$ cat src/design/rds_ram.sv
// generic single-port ram with registered read
// no dependencies
`timescale 1ns / 1ps

module rds_ram #(
    parameter int WIDTH = 8,
    parameter int DEPTH = 16
) (
    input  logic                                         clk,
    input  logic                                         we,
    input  logic                                         re,
    input  logic [((DEPTH > 1) ? $clog2(DEPTH) : 1)-1:0] addr,
    input  logic [WIDTH-1:0]                             wdata,
    output logic [WIDTH-1:0]                             rdata
);

    logic [WIDTH-1:0] mem_reg [DEPTH];
    logic [WIDTH-1:0] rdata_reg;

    always_ff @(posedge clk)
    begin
        if (we)
        begin
            mem_reg[addr] <= wdata;
        end
        if (re)
        begin
            rdata_reg <= mem_reg[addr];
        end
    end

    assign rdata = rdata_reg;

endmodule

$ cat config.mk
export PLATFORM = sky130hd
export DESIGN_NAME = rds_ram
export DESIGN_NICKNAME = d
export VERILOG_FILES = /design/src/design/rds_ram.sv
export SDC_FILE = /design/constraint.sdc
export NUM_CORES = 1
export LEC_CHECK = 0
export ABC_AREA = 1
export BUFFER_PORTS_ARGS = -buffer_cell sky130_fd_sc_hd__buf_2
export CAP_MARGIN = 20
export CORE_UTILIZATION = 45
export CTS_BUF_LIST = sky130_fd_sc_hd__clkbuf_4
export DETAILED_ROUTE_END_ITERATION = 7
export PLACE_DENSITY = 0.7
export RECOVER_POWER = 100
export SLEW_MARGIN = 20
export SYNTH_ARGS = -nofsm -noshare
export SYNTH_HDL_FRONTEND = slang
export SYNTH_SLANG_ARGS = --single-unit
$ cat constraint.sdc
create_clock -name clk -period 2.5 [get_ports clk]
set_input_delay 0.125 -clock clk [delete_from_list [all_inputs] [get_ports clk]]
set_output_delay 0.125 -clock clk [all_outputs]
set_load 0.05 [all_outputs]
== Word-level counts from Yosys, hierarchy flattened ==
Memory sizes are Yosys's and may differ from the RTL's. A register that Yosys moved wholly into a read port is not among the register bits.
Index checks and enable logic that the tools add are counted.

* Muxes and demuxes: 2

{| class="wikitable"
|+ Operator list
! cell !! number
|-
| 1-bit 2-to-1 mux || 2
|}

* Register bits after elaboration: 0
* Memory bits (writable): 128
* Bits of input ports: 15
* Memories: 1

{| class="wikitable"
|+ Memory list
! memory !! depth !! bits a word !! read ports !! clocked after memory_dff !! wr ports !! line !! text
|-
| mem_reg || 16 || 8 || 1 || 1 || 1 || 17 || <nowiki>logic [WIDTH-1:0] mem_reg [DEPTH];</nowiki>
|}

== Longest topological paths before layout ==
* Depth in word-level cells: 2
* Mapped depth: 11
* Depth with buffers taken out: 9

== Worst setup path before layout ==
Ideal clock, no wire load.

* Path type: input port to flip-flop
* From: input port addr[1] (netlist name)
* To: memory mem_reg[3][0], enable pin
* Arrival: 1132 ps
* Slack: 998 ps
* Cell stages on the path: 4
* Cell sequence: buf_2 clkbuf_1 nand3_1 nor2_1

{| class="wikitable"
|+ RTL lines
! element !! line !! text
|-
| from (decl) || 12 || <nowiki>input logic [((DEPTH > 1) ? $clog2(DEPTH) : 1)-1:0] addr,</nowiki>
|-
| to (decl) || 17 ||
|}

Straight into the memory's write port.

==> flow_metrics.env <==
export IMPL_coreArea_um2=12160
export IMPL_die_area_um2=13060
export IMPL_hold_viol=0
export IMPL_drt_total_wl_mm=12.32
export IMPL_finClkSkew_ns=0.01935
export IMPL_status="completed"
export IMPL_cellLeakagePower_nw=2.592
export IMPL_critPathTopFamily="buffers and inverters"
export IMPL_yosys_register_bits=136
export IMPL_fin_nets=598
export IMPL_powerDensity_nw_per_um2=710.5
export IMPL_final_common_cell="nand2_1"
export IMPL_grt_max_degree=57
export IMPL_end_kind="flip-flop"
export IMPL_p_sw_mw=1.001
export IMPL_drv_cap=0
export IMPL_post_route_period_util_pct=74.95
export IMPL_largest_reg_flops=128
export IMPL_synth_area_leaders="edfxtp_1, nand2_1, inv_1, nor2_1, buf_2"
export IMPL_grt_pass1_wl_mm=20.18
export IMPL_remaining_drc_errors=0
export IMPL_ios=23
export IMPL_layout_common_cells="nand2_1, edfxtp_1, clkbuf_1"
export IMPL_clock_latency_ns=0.52
export IMPL_clock_sinks=136
export IMPL_port_buffers=22
export IMPL_dp_hpwl_mm=7.935
export IMPL_synth_fp_nets=563
export IMPL_finalPower_mw=4.450
export IMPL_slowest_delay_ns=0.50
export IMPL_drive_gt1_share_pct=5.892
export IMPL_path_buf_inv=4
export IMPL_ant_nets=0
export IMPL_fp_dieW_um=114.3
export IMPL_vdd_drop_max_mv=0.3990
export IMPL_crit_required_ns=2.78
export IMPL_ys_types=10
export IMPL_area_growth_pct=10.41
export IMPL_swShare_pct=22.49
export IMPL_worstMarginPinSlew_ns=0.9639
export IMPL_fmax_ghz=0.5337
export IMPL_cts_made_buffers=17
export IMPL_via_count=3779
export IMPL_wire_per_inst_um=16.16
export IMPL_path_max_fanout=24
export IMPL_cts_htree_levels=4
export IMPL_syn_inst=548
export IMPL_antennaDiodeCount=0
export IMPL_netlist_area_um2=5673
export IMPL_clockPowerShare_pct=34.5
export IMPL_cp_arrival_ns=2.15
export IMPL_tns_ns=0
export IMPL_crit_top_cell="nand2_1"
export IMPL_cp_slowest_cell="clkinv_1"
export IMPL_path_class="input port to flip-flop"
export IMPL_antenna_found_initial=0
export IMPL_cts_tree="built"
export IMPL_initial_core_util_pct=46.65
export IMPL_fin_crit_ns=1.874
export IMPL_combPwrFrac_pct=7.5
export IMPL_rsz0062_at_grt="no"
export IMPL_drt_iter0_markers=366
export IMPL_viasPerCell=4.959
export IMPL_die_height_um=114.3
export IMPL_internal_power_mw=3.449
export IMPL_hp_class="input port to flip-flop"
export IMPL_cts_path_max_buffers=2
export IMPL_p_seq_share_pct=58.0
export IMPL_cp_cell_sequence="clkbuf_1 > clkinv_1 > clkbuf_2 > nand2_1 > nand2_1 > nand2_1 > nand2_1 > inv_1 > nand2_1"
export IMPL_yosysWarnings=0
export IMPL_cp_start_kind="input port"
export IMPL_firstDrtPassIters=5
export IMPL_clk_pin_slew_ns=0.12
export IMPL_setup_violations=0
export IMPL_grt_pass1_vias=3837
export IMPL_grtUsageTotal_pct=21.18
export IMPL_maxSlewViolCount=0
export IMPL_synth_top_cell_by_area="edfxtp_1"
export IMPL_grt_ovfl_total=0
export IMPL_slew_headroom_pct=35.74
export IMPL_fillCellCount=1093
export IMPL_cts_setup_buffers=0
export IMPL_gp_congestion=0.8637
export IMPL_synth_top_area_share_pct=71.99
export IMPL_ys_seq_area_share_pct=71.99
export IMPL_root_buffer="clkbuf_4"
export IMPL_regToRegSetupSlack_ns=1.34
export IMPL_syn_avg_cell_area_um2=10.35
export IMPL_rows=40
export IMPL_hold_worst_slack_ns=0.2447
## power groups by stage
stage | combinational, mW | clock, mW | sequential [mW]
after global placement | 0.331 | 0 | 2.63
final | 0.335 | 1.54 | 2.58
after global routing | 0.376 | 1.66 | 2.59
after floorplan | 0.176 | 0 | 2.67
after CTS | 0.344 | 1.57 | 2.58
after detailed placement | 0.335 | 0 | 2.63
## what timing repair did
action,CTS,global route
hold buffers,6,0
endpoints found under the hold margin,44,0
gates resized for setup,0,0
## logic make-up (layout without fill, tap and decap cells)
logic type	after synthesis	count (layout)	synth area share, %
buf+inv	44	90	3.573
flops	136	136	71.99
simple gates	368	368	24.44
## worst paths after layout
path                                    start              to  cells after the start
worst min register to register  mem_reg[2][0]        rdata[0]                      8
worst min-delay path                       we  mem_reg[14][5]                      3
worst max register to register  mem_reg[7][3]        rdata[3]                      8
worst max-delay path                  addr[1]        rdata[1]                      9
## layout make-up
| type | count | area, um^2 | share of cell area [%] |
|---|---|---|---|
| Multi-Input combinational cell | 368 | 1386 | 22.13 |
| Timing Repair Buffer | 37 | 192.7 | 3.076 |
| Clock inverter | 10 | 153.9 | 2.457 |
| Sequential cell | 136 | 4084 | 65.20 |
| Clock buffer | 20 | 150.1 | 2.397 |
| Tap cell | 168 | 210.2 | 3.356 |
| Inverter | 23 | 86.33 | 1.378 |
## cell usage after synthesis
library cell / n
inv_2: 1
nor2_1: 18
clkbuf_1: 3
inv_1: 21
buf_2: 12
clkinv_1: 1
nand3_1: 4
edfxtp_1: 136
buf_4: 6
nand2_1: 346
## per-layer routing
metal	up-vias	wire, um	GRT usage [%]
met1	1793	5240	27.15
li1	1830	-	-
met4	0	188	6.840
met3	22	788	5.876
met2	134	6097	35.03
met5	-	0	0
## tightest hold or removal path, cell delays in order
cell,delay [ns]
buf_2,0.13
nand3_1,0.11
nor2_1,0.17
## per-stage QoR
stage / area (um^2) / utilization (%) / cells / setup WS (ns)
final: 6264 / 51.50 / 762 / 0.6263
after global routing: 6264 / 51.50 / 762 / 0.5674
after CTS: 6309 / 51.87 / 762 / 1.105
after detailed placement: 5944 / 48.88 / 726 / 0.5321
after global placement: 5944 / 48.88 / 726 / 0.6042
after floorplan: 5673 / - / 548 / 0.9978
Note: power is estimated with default switching activity, not from simulation.
