File: config.mk
export PLATFORM = sky130hd
export DESIGN_NAME = rds_pair_stage
export DESIGN_NICKNAME = d
export VERILOG_FILES = /design/src/design/rds_pkg.sv /design/src/design/rds_pair_stage.sv
export SDC_FILE = /design/constraint.sdc
export NUM_CORES = 1
export LEC_CHECK = 0
export BUFFER_PORTS_ARGS = -buffer_cell sky130_fd_sc_hd__buf_2
export CORE_AREA = 8 8 185 187
export CTS_BUF_LIST = sky130_fd_sc_hd__clkbuf_2
export DETAILED_ROUTE_END_ITERATION = 7
export DIE_AREA = 0 0 193 195
export HOLD_SLACK_MARGIN = 0.1
export REMOVE_ABC_BUFFERS = 1
export SYNTH_ARGS = -nofsm -noshare
export SYNTH_HDL_FRONTEND = slang
export SYNTH_SLANG_ARGS = --single-unit
File: constraint.sdc
create_clock -name clk -period 7.5 [get_ports clk]
set_clock_uncertainty 0.15 [all_clocks]
set_input_delay 0.375 -clock clk [delete_from_list [all_inputs] [get_ports clk]]
set_output_delay 0.375 -clock clk [all_outputs]
set_load 0.05 [all_outputs]
File: src/design/rds_pkg.sv
// shared constants, types and channel functions of the rgb 2x2 downsampler
// no dependencies
`timescale 1ns / 1ps

package rds_pkg;

    localparam int MAX_WIDTH  = 4096;
    localparam int MAX_HEIGHT = 4096;
    localparam int LINE_DEPTH = (MAX_WIDTH + 1) / 2;
    localparam int SLOT_W     = (LINE_DEPTH > 1) ? $clog2(LINE_DEPTH) : 1;
    localparam int COL_W      = $clog2(MAX_WIDTH);
    localparam int WID_W      = $clog2(MAX_WIDTH + 1);
    localparam int ROW_W      = $clog2(MAX_HEIGHT);
    localparam int HGT_W      = $clog2(MAX_HEIGHT + 1);
    localparam int CFG_W      = 13;
    localparam int SAMPLE_W   = 16;
    localparam int PAIR_W     = SAMPLE_W + 1;
    localparam int NCHAN      = 3;
    localparam int ENTRY_W    = NCHAN * PAIR_W;

    typedef enum logic [1:0] {
        CFG_IN_WIDTH     = 2'd0,
        CFG_IN_HEIGHT    = 2'd1,
        CFG_COMBINE_MODE = 2'd2
    } cfg_index_t;

    typedef enum logic {
        MODE_AVERAGE = 1'b0,
        MODE_MAXIMUM = 1'b1
    } mode_t;

    // channel 0 red, 1 green, 2 blue
    typedef logic [NCHAN-1:0][SAMPLE_W-1:0] px_t;
    typedef logic [NCHAN-1:0][PAIR_W-1:0]   pair_t;

    typedef struct packed {
        logic [CFG_W-1:0] in_width;
        logic [CFG_W-1:0] in_height;
        mode_t            combine_mode;
    } cfg_t;

    typedef struct packed {
        logic              we;
        logic              re;
        logic [SLOT_W-1:0] addr;
        pair_t             wdata;
    } ram_req_t;

    typedef struct packed {
        logic  valid;
        logic  use_above;
        logic  use_max;
        logic  row_end;
        logic  frame_end;
        pair_t pair;
    } item_t;

    // horizontal pair: sum or maximum of two samples
    function automatic logic [PAIR_W-1:0] pick_pair(input logic [SAMPLE_W-1:0] a,
                                                   input logic [SAMPLE_W-1:0] b,
                                                   input logic use_max);
        logic [PAIR_W-1:0] res;
        if (use_max)
            res = (a > b) ? PAIR_W'(a) : PAIR_W'(b);
        else
            res = PAIR_W'(a) + PAIR_W'(b);
        return res;
    endfunction

    // vertical combine of two pairs to the final sample
    function automatic logic [SAMPLE_W-1:0] combine_chan(input logic [PAIR_W-1:0] above,
                                                        input logic [PAIR_W-1:0] below,
                                                        input logic use_max);
        logic [PAIR_W:0]     sum;
        logic [PAIR_W-1:0]   mx;
        logic [SAMPLE_W-1:0] res;
        sum = (PAIR_W + 1)'(above) + (PAIR_W + 1)'(below);
        mx  = (above > below) ? above : below;
        if (use_max)
            res = mx[SAMPLE_W-1:0];
        else
            res = sum[PAIR_W:2];
        return res;
    endfunction

endpackage

File: src/design/rds_pair_stage.sv
// position tracking, horizontal pairing and line memory access
// depends on rds_pkg
`timescale 1ns / 1ps

module rds_pair_stage (
    input  logic              clk,
    input  logic              rst_n,
    input  rds_pkg::cfg_t     cfg,
    input  logic              accept,
    input  rds_pkg::px_t      px,
    output rds_pkg::ram_req_t ram_req,
    output rds_pkg::item_t    item
);

    logic [rds_pkg::COL_W-1:0] col_reg, col_next;
    logic [rds_pkg::ROW_W-1:0] row_reg, row_next;
    rds_pkg::px_t              held_reg;

    logic [rds_pkg::WID_W-1:0] w;
    logic [rds_pkg::HGT_W-1:0] h;
    logic [31:0]               w_ext, h_ext;
    logic                      col_wrap;
    logic [rds_pkg::COL_W-1:0] c;
    logic [rds_pkg::HGT_W-1:0] r_bump;
    logic [rds_pkg::ROW_W-1:0] r;
    logic                      last_col, last_row;
    logic                      hold, store, emit, use_max;
    rds_pkg::px_t              left, right;
    rds_pkg::pair_t            pair;

    always_comb
    begin
        w_ext = 32'(cfg.in_width);
        h_ext = 32'(cfg.in_height);
        if (w_ext == 32'd0)
            w = rds_pkg::WID_W'(1);
        else if (w_ext > 32'(rds_pkg::MAX_WIDTH))
            w = rds_pkg::WID_W'(rds_pkg::MAX_WIDTH);
        else
            w = rds_pkg::WID_W'(w_ext);
        if (h_ext == 32'd0)
            h = rds_pkg::HGT_W'(1);
        else if (h_ext > 32'(rds_pkg::MAX_HEIGHT))
            h = rds_pkg::HGT_W'(rds_pkg::MAX_HEIGHT);
        else
            h = rds_pkg::HGT_W'(h_ext);

        use_max = (cfg.combine_mode == rds_pkg::MODE_MAXIMUM);

        // geometry may have shrunk since the last pixel
        col_wrap = rds_pkg::WID_W'(col_reg) >= w;
        c        = col_wrap ? '0 : col_reg;
        r_bump   = rds_pkg::HGT_W'(row_reg) + rds_pkg::HGT_W'(col_wrap);
        r        = (r_bump >= h) ? '0 : rds_pkg::ROW_W'(r_bump);

        last_col = (rds_pkg::WID_W'(c) + rds_pkg::WID_W'(1)) == w;
        last_row = (rds_pkg::HGT_W'(r) + rds_pkg::HGT_W'(1)) == h;

        hold  = !c[0] && !last_col;
        store = !hold && !r[0] && !last_row;
        emit  = !hold && !store;

        left  = c[0] ? held_reg : px;
        right = c[0] ? px : '0;
        for (int k = 0; k < rds_pkg::NCHAN; k++)
        begin
            pair[k] = rds_pkg::pick_pair(left[k], right[k], use_max);
        end

        col_next = last_col ? '0 : c + rds_pkg::COL_W'(1);
        if (last_col)
            row_next = last_row ? '0 : r + rds_pkg::ROW_W'(1);
        else
            row_next = r;

        ram_req.we    = accept && store;
        ram_req.re    = accept && emit && r[0];
        ram_req.addr  = rds_pkg::SLOT_W'(c >> 1);
        ram_req.wdata = pair;

        item.valid     = accept && emit;
        item.use_above = r[0];
        item.use_max   = use_max;
        item.row_end   = last_col;
        item.frame_end = last_col && last_row;
        item.pair      = pair;
    end

    always_ff @(posedge clk or negedge rst_n)
    begin
        if (!rst_n)
        begin
            col_reg  <= '0;
            row_reg  <= '0;
            held_reg <= '0;
        end
        else if (accept)
        begin
            col_reg <= col_next;
            row_reg <= row_next;
            if (hold)
            begin
                held_reg <= px;
            end
        end
    end

endmodule

# [Word level (Yosys, flattened, before mapping)]
# Index checks and enable logic that the tools add are counted.
[totals] wordCells=56 register_bits=72
[op_classes] n_eq_ne=2 n_addsub=8 order_cmp=7 reduce_logical=17 muxes=17
[op_table] op="$mux 48" count=2
[op_table] op="$mux 12" count=5
[op_table] op="$mux 13" count=4
[op_table] op="$add 16x16->17" count=3
[op_table] op="$mux 17" count=3
[op_table] op="$gt 16x16->1" count=3
[op_table] op="$mux 16" count=3
[op_table] op="$add 12x1->13 const B" count=2
[op_table] op="$eq 13x13->1" count=2
[op_table] op="$gt 13x13->1 const B" count=2
[op_table] op="$logic_not 13->1" count=2
[op_table] op="$add 12x1->12 const B" count=2
[op_table] op="$add 12x1->13" count=1
[op_table] op="$ge 12x13->1" count=1
[op_table] op="$ge 13x13->1" count=1
[op_table] op="$logic_and 1x1->1" count=8
[op_table] op="$logic_not 1->1" count=6
[op_table] op="$reduce_and 2->1" count=1

# [Depth between registers and ports, before layout]
[logic_depth] ltp_word=16 depth_mapped=28 ltp_nobuf=26

# [Worst setup path after synthesis]
# No wires, ideal clock.
[synth_timing] path_kind="input to output" startpoint="input port cfg[25] (netlist name)" endpoint="output port item[55] (netlist name)" t_arrival_ns=6.513 stages=27 setup_slack_ns=0.462 t_required_ns=6.975 path_cell_list="nor4_1 a31oi_1 nor2_1 ha_1 nor2b_1 o21ai_0 a21oi_1 o22a_1 inv_1 clkbuf_1 ha_1 ha_1 nand3_1 or3_1 nand2_1 ha_1 and4_1 a21oi_1 a21oi_1 or3_1 clkbuf_1 o31ai_1 o22ai_1 a2111oi_1 nand4_2 and2_1 nor2_1"
[synth_rtl] element="start, declared" line_no="rds_pair_stage.sv:8" source="input rds_pkg::cfg_t cfg,"
[synth_rtl] element="end, declared" line_no="rds_pair_stage.sv:12" source="output rds_pkg::item_t item"

==> qor_table.md <==
| Item | Value |
| --- | --- |
| Proportion of layout cells with a drive suffix above 1 | 16.6% |
| Delay of the slowest cell on the worst path | 0.54 ns |
| Floorplan Core Area | 0.0312 mm2 |
| Port buffer count | 197 |
| Effective utilization at floorplan | 34.4% |
| Global-route congestion overflow total | 0 |
| Total track usage | 17.0% |
| Peak supply drop | 0.000249 V |
| Power Density | 408 mW/mm2 |
| Detailed-route vias per instance | 5.22 |
| TritonCTS clock tree | yes |
| Critical path capture point type | primary output |
| Number of setup violations in the final report | 0 |
| Endpoint arrival time on the critical path | 6.53 ns |
| Max Root-Sink Buffers | 2 |
| Largest register FFs | 48 |
| Antenna violations before repair | 4 |
| Area share of the leading cell type in the synthesized netlist | 16.8% |
| Leading cell type in the layout, fill and taps excluded | sky130_fd_sc_hd__nand2_1 |
| Worst R2R End | row_reg[9]$_DFFE_PN0P_ |
| Final Routed Wirelength | 33200 um |
| Type of the setup path with the least slack | reg -> out |
| Total Nets Final | 1849 |
| Die Outline Area | 0.0376 mm2 |
| Type of element launching the critical path | register |
| Number of sinks handled by clock tree synthesis | 72 |
| Placed wire-length estimate | 25200 um |
| Leakage Power | 0.00609 uW |
| Fin. Hold Viols | 0 |
| Die outline height | 195 um |
| Hold Crit Class | in -> async |
| Final RePlAce weighted congestion | 0.943 |
| Share of flip-flops with an asynchronous set or reset after synthesis | 100% |
| Number of different library cells in the post-synthesis netlist | 79 |
| Number of nets with antenna violations after detailed routing | 0 |
| Post-route setup TNS | 0 ns |
| Number of DRC violations after detailed-routing iteration 0 | 648 |
| Design Power | 5070 uW |
| YS warnings | 0 |
| Post-layout worst setup margin | 0.448 ns |
| Most frequent cells in the layout | sky130_fd_sc_hd__nand2_1 (259), sky130_fd_sc_hd__buf_2 (196), sky130_fd_sc_hd__inv_1 (125) |
| Clock transition at path regs | 0.27 ns |
| Tightest slew margin relative to the limit | 30.6% |
| Die X | 193 um |
| Pins Over Slew Limit | 0 |
| Mean area per synthesized cell | 7.28 um2 |
| WL per Instance | 16.1 um |
| Cell area after layout | 0.0124 mm2 |
| Synthesized area | 0.0107 mm2 |
| Area after DPL | 0.0118 mm2 |
| Worst Hold Margin | 0.302 ns |
| Fraction of the yosys area taken by sequential cells | 16.8% |
| Part of the cycle the worst path needs | 94.0% |
| Clk Tree Root Cell | sky130_fd_sc_hd__clkbuf_2 |
| Flop2flop setup slack | 1.18 ns |
| Max-capacitance violation count | 0 |
| Gate Count Post-Synth | 1477 |
| Reg2Reg Launch Point | col_reg[7]$_DFFE_PN0P_ |
| Number of storage elements in the synthesis netlist | 72 |
| Top fanout value on the critical path | 9 |
| Required arrival time at the worst endpoint | 6.97 ns |
| Outcome | finished clean |
| Iteration count of the initial detailed-routing pass | 5 |
| Cell depth of the worst flop-to-flop path | 25 |
| Biggest area contributors in the synthesized netlist | sky130_fd_sc_hd__dfrtp_1 (17%), sky130_fd_sc_hd__ha_1 (14%), sky130_fd_sc_hd__nand2_1 (9.1%) |
| Number of H-tree levels | 3 |
| Worst-skew pair later-pin latency | 0.59 ns |
| Number of placement rows | 65 |
| Area growth from synthesis to layout | 15.7% |
| Most common flop cell mapped by yosys | sky130_fd_sc_hd__dfrtp_1 |
| Boundary pin count | 198 |
| Unrepaired setup endpoints after global routing | no |
| Number of vias after detailed routing | 10700 |
| Transition time of the tightest slew-check pin | 1.04 ns |
| Cell type of the slowest stage on the worst timing path | sky130_fd_sc_hd__dfrtp_2 |
| Number of buffers added by the clock tree synthesis step | 9 |
| Largest net degree at the start of global routing | 73 |
| Post-route minimum period | 7.05 ns |
| Post-detailed-route DRC marker count | 0 |
| Worst setup timing slack at the placement stage | 0.397 ns |
| Via count of the first global-routing pass | 10300 |
| Cell taking the most area after synthesis | sky130_fd_sc_hd__dfrtp_1 |
| Count of flip-flops with a built-in enable after synthesis | 0 |
| Most frequent cell on the critical path | sky130_fd_sc_hd__ha_1 |
| First-pass GRT wire length | 52700 um |
| Fmax | 142 MHz |
-- metrics by stage --
| step | instances | util (%) |
|---|---|---|
| 2_1_floorplan | 1360 | - |
| 3_3_place_gp | 1983 | 37.8 |
| 3_5_place_dp | 1983 | 37.8 |
| 4_1_cts | 2049 | 39.7 |
| 5_1_grt | 2053 | 39.8 |
| 6_report | 2054 | 39.8 |
-- synth_stat cells, types with 12 or more instances --
master,n
sky130_fd_sc_hd__nand2_1,260
sky130_fd_sc_hd__inv_1,125
sky130_fd_sc_hd__ha_1,124
sky130_fd_sc_hd__nor2_1,95
sky130_fd_sc_hd__a21oi_1,77
sky130_fd_sc_hd__dfrtp_1,72
sky130_fd_sc_hd__o21ai_0,58
sky130_fd_sc_hd__buf_4,54
sky130_fd_sc_hd__clkbuf_1,51
sky130_fd_sc_hd__mux2_1,48
sky130_fd_sc_hd__xnor2_1,48
sky130_fd_sc_hd__nand2b_1,36
sky130_fd_sc_hd__nand3_1,34
sky130_fd_sc_hd__nor3_1,33
sky130_fd_sc_hd__a31oi_1,25
sky130_fd_sc_hd__and2_1,24
sky130_fd_sc_hd__nor2b_1,21
sky130_fd_sc_hd__xor2_1,19
sky130_fd_sc_hd__o31ai_1,17
sky130_fd_sc_hd__o21bai_1,16
sky130_fd_sc_hd__nand4_1,13
sky130_fd_sc_hd__nor4_1,12
sky130_fd_sc_hd__o211ai_1,12
-- area by class of cell --
type	instances	area (um2)
inverters	129	484
repair buffers	273	1710
clock inverters	7	47.5
diodes	3	7.51
clock buffers	9	45.0
fillers	3256	18800
multi-input cells	1159	7830
well taps	402	503
flip-flops and latches	72	1810
-- cells by family after synthesis --
group | synth area share [%]
xor+xnor | 6.03
flops | 16.8
mux | 6.58
simple gates | 24.7
fa+ha+maj | 15.0
buf+inv | 10.7
compound gates | 20.2
-- repair_timing --
| item | CTS | global route |
|---|---|---|
| setup endpoints to repair | 0 | 7 |
| endpoints found under the hold margin | 126 | 0 |
| setup buffers | 0 | 2 |
| resized for setup | 0 | 7 |
| hold buffers | 50 | 0 |
-- critical path: cells and delay by family (launching register included) --
| kind | cells | cell delay, ns |
|---|---|---|
| flops | 1 | 0.54 |
| buf+inv | 4 | 0.68 |
| simple gates | 9 | 2.04 |
| fa+ha+maj | 4 | 1.13 |
| compound gates | 8 | 1.56 |
-- routing by layer --
layer	global-route usage (%)	routed length, um	up-vias
li1	-	-	5402
met1	21.9	15300	5028
met2	29.6	15800	265
met3	2.99	1810	15
met5	0	8	-
met4	2.65	208	2
-- power breakdown --
group          switching (uW)  internal [uW]
clock network             171           42.2
registers                92.1            508
logic                    3000           1260
-- how the worst max path moves through the flow --
stage | slack [ns] | start | end
after floorplan | -2.69 | cfg[25] | item[15]
after global placement | 0.51 | cfg[26] | ram_req[63]
after detailed placement | 0.40 | cfg[26] | ram_req[63]
after CTS | 0.04 | col_reg[2]$_DFFE_PN0P_ | ram_req[63]
after global routing | 0.0004 | col_reg[2]$_DFFE_PN0P_ | item[15]
final | 0.45 | col_reg[7]$_DFFE_PN0P_ | ram_req[63]
Note: power is estimated with default switching activity, not from simulation.
