$ cat src/design/rds_pkg.sv
// shared constants, types and channel functions of the rgb 2x2 downsampler
// no dependencies
`timescale 1ns / 1ps

package rds_pkg;

    localparam int MAX_WIDTH  = 4096;
    localparam int MAX_HEIGHT = 4096;
    localparam int LINE_DEPTH = (MAX_WIDTH + 1) / 2;
    localparam int SLOT_W     = (LINE_DEPTH > 1) ? $clog2(LINE_DEPTH) : 1;
    localparam int COL_W      = $clog2(MAX_WIDTH);
    localparam int WID_W      = $clog2(MAX_WIDTH + 1);
    localparam int ROW_W      = $clog2(MAX_HEIGHT);
    localparam int HGT_W      = $clog2(MAX_HEIGHT + 1);
    localparam int CFG_W      = 13;
    localparam int SAMPLE_W   = 16;
    localparam int PAIR_W     = SAMPLE_W + 1;
    localparam int NCHAN      = 3;
    localparam int ENTRY_W    = NCHAN * PAIR_W;

    typedef enum logic [1:0] {
        CFG_IN_WIDTH     = 2'd0,
        CFG_IN_HEIGHT    = 2'd1,
        CFG_COMBINE_MODE = 2'd2
    } cfg_index_t;

    typedef enum logic {
        MODE_AVERAGE = 1'b0,
        MODE_MAXIMUM = 1'b1
    } mode_t;

    // channel 0 red, 1 green, 2 blue
    typedef logic [NCHAN-1:0][SAMPLE_W-1:0] px_t;
    typedef logic [NCHAN-1:0][PAIR_W-1:0]   pair_t;

    typedef struct packed {
        logic [CFG_W-1:0] in_width;
        logic [CFG_W-1:0] in_height;
        mode_t            combine_mode;
    } cfg_t;

    typedef struct packed {
        logic              we;
        logic              re;
        logic [SLOT_W-1:0] addr;
        pair_t             wdata;
    } ram_req_t;

    typedef struct packed {
        logic  valid;
        logic  use_above;
        logic  use_max;
        logic  row_end;
        logic  frame_end;
        pair_t pair;
    } item_t;

    // horizontal pair: sum or maximum of two samples
    function automatic logic [PAIR_W-1:0] pick_pair(input logic [SAMPLE_W-1:0] a,
                                                   input logic [SAMPLE_W-1:0] b,
                                                   input logic use_max);
        logic [PAIR_W-1:0] res;
        if (use_max)
            res = (a > b) ? PAIR_W'(a) : PAIR_W'(b);
        else
            res = PAIR_W'(a) + PAIR_W'(b);
        return res;
    endfunction

    // vertical combine of two pairs to the final sample
    function automatic logic [SAMPLE_W-1:0] combine_chan(input logic [PAIR_W-1:0] above,
                                                        input logic [PAIR_W-1:0] below,
                                                        input logic use_max);
        logic [PAIR_W:0]     sum;
        logic [PAIR_W-1:0]   mx;
        logic [SAMPLE_W-1:0] res;
        sum = (PAIR_W + 1)'(above) + (PAIR_W + 1)'(below);
        mx  = (above > below) ? above : below;
        if (use_max)
            res = mx[SAMPLE_W-1:0];
        else
            res = sum[PAIR_W:2];
        return res;
    endfunction

endpackage

$ cat src/design/rds_if.sv


interface rds_res_if;
    logic                         valid;
    logic                         ready;
    logic [rds_pkg::SAMPLE_W-1:0] out_red;
    logic [rds_pkg::SAMPLE_W-1:0] out_green;
    logic [rds_pkg::SAMPLE_W-1:0] out_blue;
    logic                         row_end;
    logic                         frame_end;

    modport source (output valid, output out_red, output out_green, output out_blue,
                    output row_end, output frame_end, input ready);
    modport sink (input valid, input out_red, input out_green, input out_blue,
                  input row_end, input frame_end, output ready);
endinterface

$ cat src/design/rds_combine_stage.sv
// vertical combine with the line memory word and the result output register
// depends on rds_pkg and rds_res_if
`timescale 1ns / 1ps

module rds_combine_stage (
    input  logic             clk,
    input  logic             rst_n,
    input  rds_pkg::item_t   item,
    input  rds_pkg::pair_t   rdata,
    output logic             room,
    rds_res_if.source        result
);

    rds_pkg::item_t              s1_reg, s1_next;
    logic                        out_valid_reg, out_valid_next;
    rds_pkg::px_t                out_px_reg;
    logic                        row_end_reg, frame_end_reg;

    logic                        advance;
    rds_pkg::pair_t              above;
    rds_pkg::px_t                combined;

    always_comb
    begin
        advance = s1_reg.valid && (!out_valid_reg || result.ready);
        room    = !s1_reg.valid || !out_valid_reg || result.ready;

        // last even row pairs with zero from above
        above = s1_reg.use_above ? rdata : '0;
        for (int k = 0; k < rds_pkg::NCHAN; k++)
        begin
            combined[k] = rds_pkg::combine_chan(above[k], s1_reg.pair[k], s1_reg.use_max);
        end

        s1_next = s1_reg;
        if (advance)
            s1_next.valid = 1'b0;
        if (item.valid)
            s1_next = item;

        if (advance)
            out_valid_next = 1'b1;
        else if (result.ready)
            out_valid_next = 1'b0;
        else
            out_valid_next = out_valid_reg;
    end

    always_ff @(posedge clk or negedge rst_n)
    begin
        if (!rst_n)
        begin
            s1_reg        <= '0;
            out_valid_reg <= 1'b0;
        end
        else
        begin
            s1_reg        <= s1_next;
            out_valid_reg <= out_valid_next;
        end
    end

    always_ff @(posedge clk)
    begin
        if (advance)
        begin
            out_px_reg    <= combined;
            row_end_reg   <= s1_reg.row_end;
            frame_end_reg <= s1_reg.frame_end;
        end
    end

    assign result.valid     = out_valid_reg;
    assign result.out_red   = out_px_reg[0];
    assign result.out_green = out_px_reg[1];
    assign result.out_blue  = out_px_reg[2];
    assign result.row_end   = row_end_reg;
    assign result.frame_end = frame_end_reg;

endmodule

$ cat src/flat_wrapper.sv
// flat-port wrapper written by rule: the top's interface ports become plain ports
module rds_combine_stage_flat 
  (clk, rst_n, item, rdata, room, result_valid, result_out_red, result_out_green, result_out_blue, result_row_end, result_frame_end, result_ready);
  rds_res_if result_i ();
  input  logic clk;
  input  logic rst_n;
  input  rds_pkg::item_t item;
  input  rds_pkg::pair_t rdata;
  output logic room;
  output wire logic [$bits(result_i.valid)-1:0] result_valid;
  output wire logic [$bits(result_i.out_red)-1:0] result_out_red;
  output wire logic [$bits(result_i.out_green)-1:0] result_out_green;
  output wire logic [$bits(result_i.out_blue)-1:0] result_out_blue;
  output wire logic [$bits(result_i.row_end)-1:0] result_row_end;
  output wire logic [$bits(result_i.frame_end)-1:0] result_frame_end;
  input wire logic [$bits(result_i.ready)-1:0] result_ready;
  assign result_valid = result_i.valid;
  assign result_out_red = result_i.out_red;
  assign result_out_green = result_i.out_green;
  assign result_out_blue = result_i.out_blue;
  assign result_row_end = result_i.row_end;
  assign result_frame_end = result_i.frame_end;
  assign result_i.ready = result_ready;
  rds_combine_stage u_core (.clk(clk), .rst_n(rst_n), .item(item), .rdata(rdata), .room(room), .result(result_i));
endmodule
$ cat config.mk
export PLATFORM = sky130hd
export DESIGN_NAME = rds_combine_stage_flat
export DESIGN_NICKNAME = d
export VERILOG_FILES = /design/src/design/rds_pkg.sv /design/src/design/rds_if.sv /design/src/design/rds_combine_stage.sv /design/src/flat_wrapper.sv
export SDC_FILE = /design/constraint.sdc
export NUM_CORES = 1
export LEC_CHECK = 0
export BUFFER_PORTS_ARGS = -buffer_cell sky130_fd_sc_hd__buf_2
export CORE_ASPECT_RATIO = 1.75
export CORE_MARGIN = 2
export CORE_UTILIZATION = 40
export DETAILED_ROUTE_END_ITERATION = 6
export GPL_ROUTABILITY_DRIVEN = 0
export PLACE_DENSITY = 0.64
export SETUP_SLACK_MARGIN = 0.1
export SLEW_MARGIN = 20
export SYNTH_ARGS = -nofsm -noshare
export SYNTH_HDL_FRONTEND = slang
export SYNTH_SLANG_ARGS = --single-unit
$ cat constraint.sdc
create_clock -name clk -period 2.9 [get_ports clk]
set_input_delay 0.435 -clock clk [delete_from_list [all_inputs] [get_ports clk]]
set_output_delay 0.435 -clock clk [all_outputs]
set_load 0.01 [all_outputs]
======== Word-level counts from Yosys, hierarchy flattened ========
Index checks and enable logic that the tools add are counted.
cells by class
  reduce and logical (&&, ||, !) cells .... 8
  mux-type cells .......................... 11
  $lt $le $gt $ge ......................... 3
  $add $sub $neg .......................... 3
operator list
  kind                                       count
  16-bit 2-to-1 mux                          6
  56-bit 2-to-1 mux                          1
  17-bit by 17-bit adder with 18-bit output  3
  17-bit greater-than comparator             3
  51-bit 2-to-1 mux                          1
  2-bit nonzero test                         2
  1-bit logical OR                           3
  1-bit 2-to-1 mux                           3
  1-bit zero test                            2
  1-bit logical AND                          1
word-level totals
  input bits .............................. 110
  output and inout bits ................... 52
  bits in registers ....................... 107

======== Longest topological paths before layout ========
Gate-level depths: netlist of the first run.
  depth after elaboration ................. 5
  depth in mapped cells ................... 16
  gate-level depth less buffers ........... 12

======== Least setup slack after synthesis of the first run ========
OpenSTA, ideal clock, no wires.
  kind .................................... register to register
  from .................................... reg u_core.s1_reg[54] in the netlist's numbering
  to ...................................... reg u_core.out_px_reg (netlist bit u_core.result.out_red[12]), data pin
  arrival ................................. 2971 ps
  period minus slack after synthesis ...... 3249 ps
  slack ................................... -349 ps
  setup time .............................. 279 ps
  buffers on the path ..................... 4
  stages on the path, launching flop included .. 15
  cells stage by stage .................... dfrtp_1 > buf_6 > buf_4 > clkbuf_1 > clkbuf_1 > and2_1 > ha_1 > or4_1 > a31o_2 > nand3_2 > a221oi_4 > o311ai_4 > a21oi_2 > xnor2_1 > mux2i_1
RTL lines
  what                      RTL line                 text
  start: declaration        rds_combine_stage.sv:14  rds_pkg::item_t s1_reg, s1_next;
  start signal: assignment  rds_combine_stage.sv:58  s1_reg <= s1_next;
  end signal: assignment    rds_combine_stage.sv:67  out_px_reg <= combined;
  end: declaration          rds_combine_stage.sv:16  rds_pkg::px_t out_px_reg;

==> Implementation_results.wiki, run 1 <==
{| class="wikitable"
! Metric !! Value
|-
| Run status || finished with violations
|-
| Violated checks || negative setup slack
|-
| H-Tree Depth || 3
|-
| Worst Tran Pin Value || 818 ps
|-
| Width of the chip || 114 µm
|-
| Total of flip-flops plus latches after synthesis || 107
|-
| Combinational cell fraction of total power || 42.5%
|-
| Required @ worst endpoint || 3000 ps
|-
| Fraction of power consumed by sequential logic || 35.4%
|-
| Sw Share || 34.8%
|-
| Setup repair after global routing missed its margin || true
|-
| Ratio of routed vias to standard cells || 5.15
|-
| Share of the clock period used by the worst path || 104%
|-
| Share of total power in the clock network || 22.0%
|-
| Power Internal || 3.58 mW
|-
| Clock-pin transition on the worst setup and hold timing paths || 80 ps
|-
| Leakage Power || 5.44 nW
|-
| I/O Buffers || 161
|-
| Clock Latency Late Sink || 370 ps
|-
| Sum of overflow across all layers after global routing || 0
|-
| CTS sink count || 107
|-
| Inserted Diodes || 0
|-
| Pin count of the biggest net entering global routing || 81
|-
| Most common cell after layout, fill and taps aside || buf_2
|-
| Number of global-route vias before repair || 7495
|-
| Dominant synthesized flop cell || dfrtp_1
|-
| Maximum clock skew at final layout || 9.95 ps
|-
| Number of design rule violations left after detail routing || 0
|-
| Fin. Hold Viols || 0
|-
| Number of enable-type register cells in the synthesized netlist || 50
|-
| Sequential-to-total area share from yosys stat || 34.8%
|-
| Switching power of the nets || 1.91 mW
|-
| Buffers & Inverters on Critical Path || 1
|-
| Worst path max stage delay || 480 ps
|-
| Flip-flop count of the largest register after layout || 56
|-
| Highest net fanout along the worst path || 6
|-
| First-pass DRT Iterations || 6
|-
| Number of buffers on the longest clock path || 2
|-
| Average footprint of a synthesized cell || 9.45 µm²
|-
| Final critical path time including I/O delays and setup || 3010 ps
|-
| Total GRT Usage || 21.2%
|-
| Endpoint class of the critical path || register
|-
| Core region area || 20800 µm²
|-
| Max-slew violation count || 0
|-
| Number of setup violations in the final report || 8
|-
| Wire length of the first global-routing pass || 36800 µm
|-
| Final hold slack || 97.0 ps
|-
| Synth unique cells || 77
|-
| Total number of vias || 7221
|-
| Synth Warn # || 0
|-
| Internal reg-to-reg setup slack || -110 ps
|-
| Utilization after layout || 54.7%
|-
| Post-DP Area || 10400 µm²
|-
| Number of standard cells after synthesis || 891
|-
| Clock tree from TritonCTS || built
|-
| Initial Util || 40.5%
|-
| Total I/O pin count || 162
|-
| Antenna Violating Nets Remaining || 0
|-
| Iteration-0 DRC Markers || 222
|-
| Cell with the most instances on the worst path || a31oi_2
|-
| Critical path startpoint category || register
|-
| Worst-case vdd ir drop || 0.246 mV
|-
| Core Rows || 70
|-
| Synthesized area || 8420 µm²
|-
| Worst Path Arrival || 3100 ps
|-
| Cts bufs inserted || 9
|-
| Die outline height || 196 µm
|-
| Average routed wire per standard cell || 16.8 µm
|-
| Timing-limited maximum frequency || 332 MHz
|-
| Final instance area || 11300 µm²
|-
| Setup slack of the critical path after layout || -108 ps
|-
| Kind of cell with the highest combined delay on the critical path || compound AO/OA/AOI/OAI gates
|-
| Number of antenna violations at the first check in global routing || 6
|-
| CTS Root Buffer Type || clkbuf_16
|-
| Power after layout || 5.48 mW
|-
| Highest-count cells in the layout ignoring fill and taps || buf_2, buf_4, nand2_1
|-
| Area growth from synthesis to final layout || 34.8%
|-
| Max_cap viols || 0
|-
| Cell with the biggest individual delay on the critical path || dfrtp_2
|-
| Headroom to the max-slew limit || 45.5%
|-
| Async S/R FF share, synth || 53.3%
|-
| DP HPWL || 17700 µm
|-
| Fraction of layout cells with a size suffix above 1 || 37.8%
|-
| Net count after synthesis || 1105
|-
| Routed wire length || 23600 µm
|-
| Chain of cells forming the critical path || buf_12 -> and2_4 -> ha_4 -> nand2b_4 -> a21oi_1 -> a31oi_2 -> a31oi_2 -> o211a_1 -> o21a_1 -> or3_1 -> xor2_1 -> mux2i_1
|-
| Count of nets after finishing || 1360
|-
| Worst setup path category || reg2reg
|-
| Worst min-delay path category || in2async
|-
| Total Negative Setup Slacks || -415 ps
|-
| Pwr/cell area || 483 nW/µm²
|-
| Die Area || 22300 µm²
|}
-- power groups by stage --
| stage | clock network (mW) | registers [mW] | logic [mW] |
|---|---|---|---|
| 2_1_floorplan | 0 | 1.99 | 1.27 |
| 3_3_place_gp | 0 | 1.97 | 2.04 |
| 3_5_place_dp | 0 | 1.97 | 2.06 |
| 4_1_cts | 1.25 | 1.94 | 2.21 |
| 5_1_grt | 1.29 | 1.96 | 2.54 |
| 6_report | 1.21 | 1.94 | 2.33 |
-- logic make-up (layout without fill, tap and decap cells) --
group | after synthesis | in the layout | share of synthesized area, %
xor+xnor | 49 | 49 | 5.10
flops | 107 | 107 | 34.8
fa+ha+maj | 106 | 106 | 15.7
buf+inv | 111 | 371 | 6.02
compound gates | 206 | 206 | 16.0
mux | 65 | 65 | 7.89
simple gates | 247 | 247 | 14.5
-- worst register-to-register path: cells and delay by family (launching register included) --
kind                     cells  cell delay [ps]
AO/OA/AOI/OAI                5              920
flip-flops                   1              480
AND/OR/NAND/NOR              3              680
XOR/XNOR                     1              150
buffers and inverters        1              160
adder cells (fa/ha/maj)      1              260
multiplexers                 1               80
-- timing repair --
item	4_1_cts	5_1_grt
gates cloned	1	0
resized for setup	49	69
pin swaps	30	27
setup endpoints to repair	45	48
hold buffers	0	0
setup buffers	9	6
-- per-layer routing --
metal,GRT usage (%),vias to the layer above,wire (µm)
li1,-,3583,-
met1,21.4,3414,8530
met2,40.5,156,13200
met3,4.79,56,957
met4,9.53,12,826
met5,0,-,59
-- path summary, 6_finish.rpt --
check                           depth (start not counted)              start                          end
worst max-delay path                                   12  u_core.s1_reg[54]  u_core.result.out_green[13]
worst min-delay path                                    1              rst_n             u_core.s1_reg[7]
worst max register to register                         12  u_core.s1_reg[54]  u_core.result.out_green[13]
worst min register to register                          0  u_core.s1_reg[51]      u_core.result.frame_end
max in group asynchronous                               2              rst_n            u_core.s1_reg[30]
min in group clk                                        3            item[8]             u_core.s1_reg[8]
-- per-stage QoR --
stage,worst slack (ps),cells
final,-108,1403
after detailed placement,-83.0,1371
after floorplan,-194,891
after global placement,-62.8,1371
after CTS,-42.0,1397
after global routing,-203,1403
-- final cells by class --
type | count | area, µm²
Fill cell | 1881 | 9410
Multi-Input combinational cell | 673 | 5630
Sequential cell | 107 | 2930
Timing Repair Buffer | 282 | 1910
Tap cell | 252 | 315
Inverter | 73 | 274
Clock buffer | 9 | 225
Clock inverter | 7 | 55.1
-- cells in the mapped netlist (all sizes together) (4+ instances only) --
cell	instances	share of area, %
nor3	8	0.48
and2	47	3.5
a21oi	59	3.7
buf	17	1.8
inv	72	3.2
nand2b	7	0.61
nor2	53	2.4
o21ai	83	5.2
xnor2	40	4.2
o31ai	5	0.45
ha	104	15
nand3	9	0.59
clkbuf	21	0.94
a21o	10	0.89
mux2	11	1.5
and3	4	0.30
o22ai	4	0.54
nor2b	5	0.37
a31oi	7	0.70
edfxtp	50	18
dfrtp	57	17
mux2i	54	6.4
o21bai	10	0.89
nand4	8	0.59
nand2	90	4.1
xor2	9	0.94
Note: power is estimated with default switching activity, not from simulation.
==> inputs of run 2 (changes only) <==
--- a/config.mk
+++ b/config.mk
@@ -7,3 +7,2 @@
 export LEC_CHECK = 0
-export BUFFER_PORTS_ARGS = -buffer_cell sky130_fd_sc_hd__buf_2
 export CORE_ASPECT_RATIO = 1.75
@@ -12,4 +11,5 @@
 export DETAILED_ROUTE_END_ITERATION = 6
+export DONT_BUFFER_PORTS = 1
 export GPL_ROUTABILITY_DRIVEN = 0
-export PLACE_DENSITY = 0.64
+export PLACE_DENSITY = 0.57
 export SETUP_SLACK_MARGIN = 0.1
==> constraint.sdc (replaced) <==
create_clock -name clk -period 2.9 [get_ports clk]
set_input_delay 0 -clock clk [delete_from_list [all_inputs] [get_ports clk]]
set_output_delay 0 -clock clk [all_outputs]
set_load 0.01 [all_outputs]
==> run 2 against run 1 <==
The flow still finishes with violations (negative setup slack). Critical path depth unchanged. Die area stayed put. Clock power increased by 9.9%. Combinational power down 11%. Via count fell by 6.8%. Sequential power grew 4%. Maximum frequency fell by 2.6%. Non-clock buffer count fell by 131. Largest cell class unchanged. Largest power group unchanged.
==> Implementation_results.wiki, run 2 (synthesis gave the netlist of run 1 again) <==
{| class="wikitable"
! Metric !! Value
|-
| Run status || finished with violations (unchanged)
|-
| Violated checks || negative setup slack (unchanged)
|-
| Antenna Violating Nets Remaining || 0 (unchanged)
|-
| Clock tree from TritonCTS || built (unchanged)
|-
| H-Tree Depth || 3 (unchanged)
|-
| Die outline height || 196 µm (unchanged)
|-
| Sw Share || 34.4% (was 34.8%)
|-
| Required @ worst endpoint || 3000 ps (about the same)
|-
| Endpoint class of the critical path || register (unchanged)
|-
| Most common cell after layout, fill and taps aside || nand2_1 (was buf_2)
|-
| Share of total power in the clock network || 24.6% (was 22.0%)
|-
| Worst setup path category || reg2reg (unchanged)
|-
| Total Negative Setup Slacks || -1250 ps (was -415 ps)
|-
| I/O Buffers || 0 (was 161)
|-
| Number of global-route vias before repair || 6956 (was 7495)
|-
| Number of design rule violations left after detail routing || 0 (unchanged)
|-
| Number of buffers on the longest clock path || 2 (unchanged)
|-
| Fraction of power consumed by sequential logic || 37.2% (was 35.4%)
|-
| Worst reg2reg path endpoint || u_core.result.out_green[13] (unchanged)
|-
| Number of setup violations in the final report || 23 (was 8)
|-
| Chain of cells forming the critical path || buf_4 -> clkbuf_16 -> and2_4 -> ha_1 -> inv_1 -> o31ai_1 -> a31oi_2 -> o211a_1 -> o21a_1 -> or3_1 -> xor2_1 -> mux2i_1 (was buf_12 -> and2_4 -> ha_4 -> nand2b_4 -> a21oi_1 -> a31oi_2 -> a31oi_2 -> o211a_1 -> o21a_1 -> or3_1 -> xor2_1 -> mux2i_1)
|-
| DP HPWL || 16500 µm (was 17700 µm)
|-
| Setup repair after global routing missed its margin || true (unchanged)
|-
| Minimum setup slack after placement || -205 ps (was -83.0 ps)
|-
| Worst min-delay path category || in2reg (was in2async)
|-
| Internal reg-to-reg setup slack || -190 ps (was -110 ps)
|-
| Headroom to the max-slew limit || 38.2% (was 45.5%)
|-
| Core region area || 20800 µm² (unchanged)
|-
| Worst-case vdd ir drop || 0.274 mV (was 0.246 mV)
|-
| Final critical path time including I/O delays and setup || 3090 ps (was 3010 ps)
|-
| Power Internal || 3.56 mW (was 3.58 mW)
|-
| Flip-flop count of the largest register after layout || 56 (unchanged)
|-
| Combinational cell fraction of total power || 38.3% (was 42.5%)
|-
| Sum of overflow across all layers after global routing || 0 (unchanged)
|-
| CTS Root Buffer Type || clkbuf_16 (unchanged)
|-
| Iteration-0 DRC Markers || 255 (was 222)
|-
| Area growth from synthesis to final layout || 29.1% (was 34.8%)
|-
| Fraction of layout cells with a size suffix above 1 || 23.0% (was 37.8%)
|-
| Share of the clock period used by the worst path || 106% (was 104%)
|-
| Total number of vias || 6732 (was 7221)
|-
| Pwr/cell area || 499 nW/µm² (was 483 nW/µm²)
|-
| Routed wire length || 23200 µm (was 23600 µm)
|-
| Critical path startpoint category || register (unchanged)
|-
| Fin. Hold Viols || 0 (unchanged)
|-
| Highest net fanout along the worst path || 9 (was 6)
|-
| Timing-limited maximum frequency || 324 MHz (was 332 MHz)
|-
| Total GRT Usage || 20.7% (was 21.2%)
|-
| Pin count of the biggest net entering global routing || 103 (was 81)
|-
| Core Rows || 70 (unchanged)
|-
| Count of nets after finishing || 1229 (was 1360)
|-
| Die Area || 22300 µm² (unchanged)
|-
| Capture endpoint of the worst hold path || u_core.s1_reg[14]
|-
| Clock-pin transition on the worst setup and hold timing paths || 80 ps (about the same)
|-
| Average routed wire per standard cell || 18.2 µm (was 16.8 µm)
|-
| Startpoint of the worst-slack reg-to-reg timing path || u_core.s1_reg[54] (unchanged)
|-
| Cell with the biggest individual delay on the critical path || dfrtp_2 (unchanged)
|-
| CTS sink count || 107 (unchanged)
|-
| Worst Tran Pin Value || 922 ps (was 818 ps)
|-
| Cts bufs inserted || 9 (unchanged)
|-
| Switching power of the nets || 1.86 mW (was 1.91 mW)
|-
| Width of the chip || 114 µm (unchanged)
|-
| Worst Path Arrival || 3190 ps (was 3100 ps)
|-
| Max_cap viols || 0 (unchanged)
|-
| Total I/O pin count || 162 (unchanged)
|-
| Number of cells on the worst reg-to-reg path || 12 (unchanged)
|-
| Setup slack of the critical path after layout || -188 ps (was -108 ps)
|-
| Worst path max stage delay || 440 ps (was 480 ps)
|-
| Initial Util || 40.5% (unchanged)
|-
| Max-slew violation count || 0 (unchanged)
|-
| Min-Delay Path Depth || 3
|-
| Maximum clock skew at final layout || 9.12 ps (was 9.95 ps)
|-
| Leakage Power || 4.92 nW (was 5.44 nW)
|-
| First-pass DRT Iterations || 4 (was 6)
|-
| Filler Cells Inserted || 1896 (was 1881)
|-
| Clock Latency Late Sink || 380 ps (was 370 ps)
|-
| Wire length of the first global-routing pass || 35600 µm (was 36800 µm)
|-
| Number of antenna violations at the first check in global routing || 2 (was 6)
|-
| Ratio of routed vias to standard cells || 5.28 (was 5.15)
|-
| Min-delay src || item[55]
|-
| Highest-count cells in the layout ignoring fill and taps || nand2_1, ha_1, buf_4 (was buf_2, buf_4, nand2_1)
|}
## run 2: stage by stage
step           instance area (µm²)  util (%)  hold WS, ps  power, mW  cells
6_report                     10900      52.3         32.6       5.42   1274
5_1_grt                      10900      52.3         72.2       5.72   1273
4_1_cts                      10400      50.0         50.9       5.30   1259
3_5_place_dp                  9320      44.9         -294       3.77   1182
3_3_place_gp                  9320      44.9         -294       3.75   1182
2_1_floorplan                 8620         -         -296       3.27    891
## run 2: critical path, delay by kind of cell (launching register included)
| family | cells | cell delay [ps] |
|---|---|---|
| and+or+nand+nor | 2 | 540 |
| muxes | 1 | 90 |
| DFF | 1 | 440 |
| adders and majority gates | 1 | 290 |
| buffers and inverters | 3 | 400 |
| xor gates and xnor gates | 1 | 150 |
| AOI/OAI and AO/OA | 4 | 880 |
## run 2: final cells by class
type                       instances  area, µm²  share of cell area, %
antenna                            2       5.00                 0.0461
clock buffer                       9        225                   2.07
clock inverter                     7       82.6                  0.760
inverter                          73        274                   2.52
multi-input combinational        673       5540                   51.0
sequential                       107       2930                   27.0
tap                              252        315                   2.90
timing repair buffer             151       1490                   13.7
## run 2: how the worst max path moves through the flow
stage	startpoint	to	slack, ps	cells after the start
after floorplan	u_core.s1_reg[54]	u_core.result.out_green[13]	-190	15
after global placement	u_core.s1_reg[54]	u_core.result.out_red[3]	-190	12
after detailed placement	u_core.s1_reg[54]	u_core.result.out_red[14]	-210	12
after CTS	u_core.s1_reg[54]	u_core.result.out_green[13]	-130	12
after global routing	u_core.s1_reg[54]	u_core.result.out_green[13]	-260	13
final	u_core.s1_reg[54]	u_core.result.out_green[13]	-190	12
## run 2: metal layers
layer | vias up | GRT usage, % | part of all wire, %
met5 | - | 0 | 0
li1 | 3333 | - | -
met1 | 3219 | 21.1 | 38
met2 | 138 | 39.4 | 55
met4 | 0 | 9.12 | 3.7
met3 | 42 | 4.51 | 3.9
## run 2: power by group through the flow
stage / combinational, mW / sequential, mW / clock, mW
floorplan: 1.27 / 1.99 / 0
global placement: 1.71 / 2.04 / 0
detailed placement: 1.72 / 2.04 / 0
CTS: 1.91 / 2.01 / 1.38
global route: 2.28 / 2.04 / 1.41
finish: 2.07 / 2.01 / 1.33
## run 2: what timing repair did
item	in CTS	in global routing
setup endpoints to repair	45	48
pin swaps	5	34
gates cloned	1	2
setup buffers	1	13
hold endpoints to repair	114	0
resized for setup	22	76
hold buffers	59	0
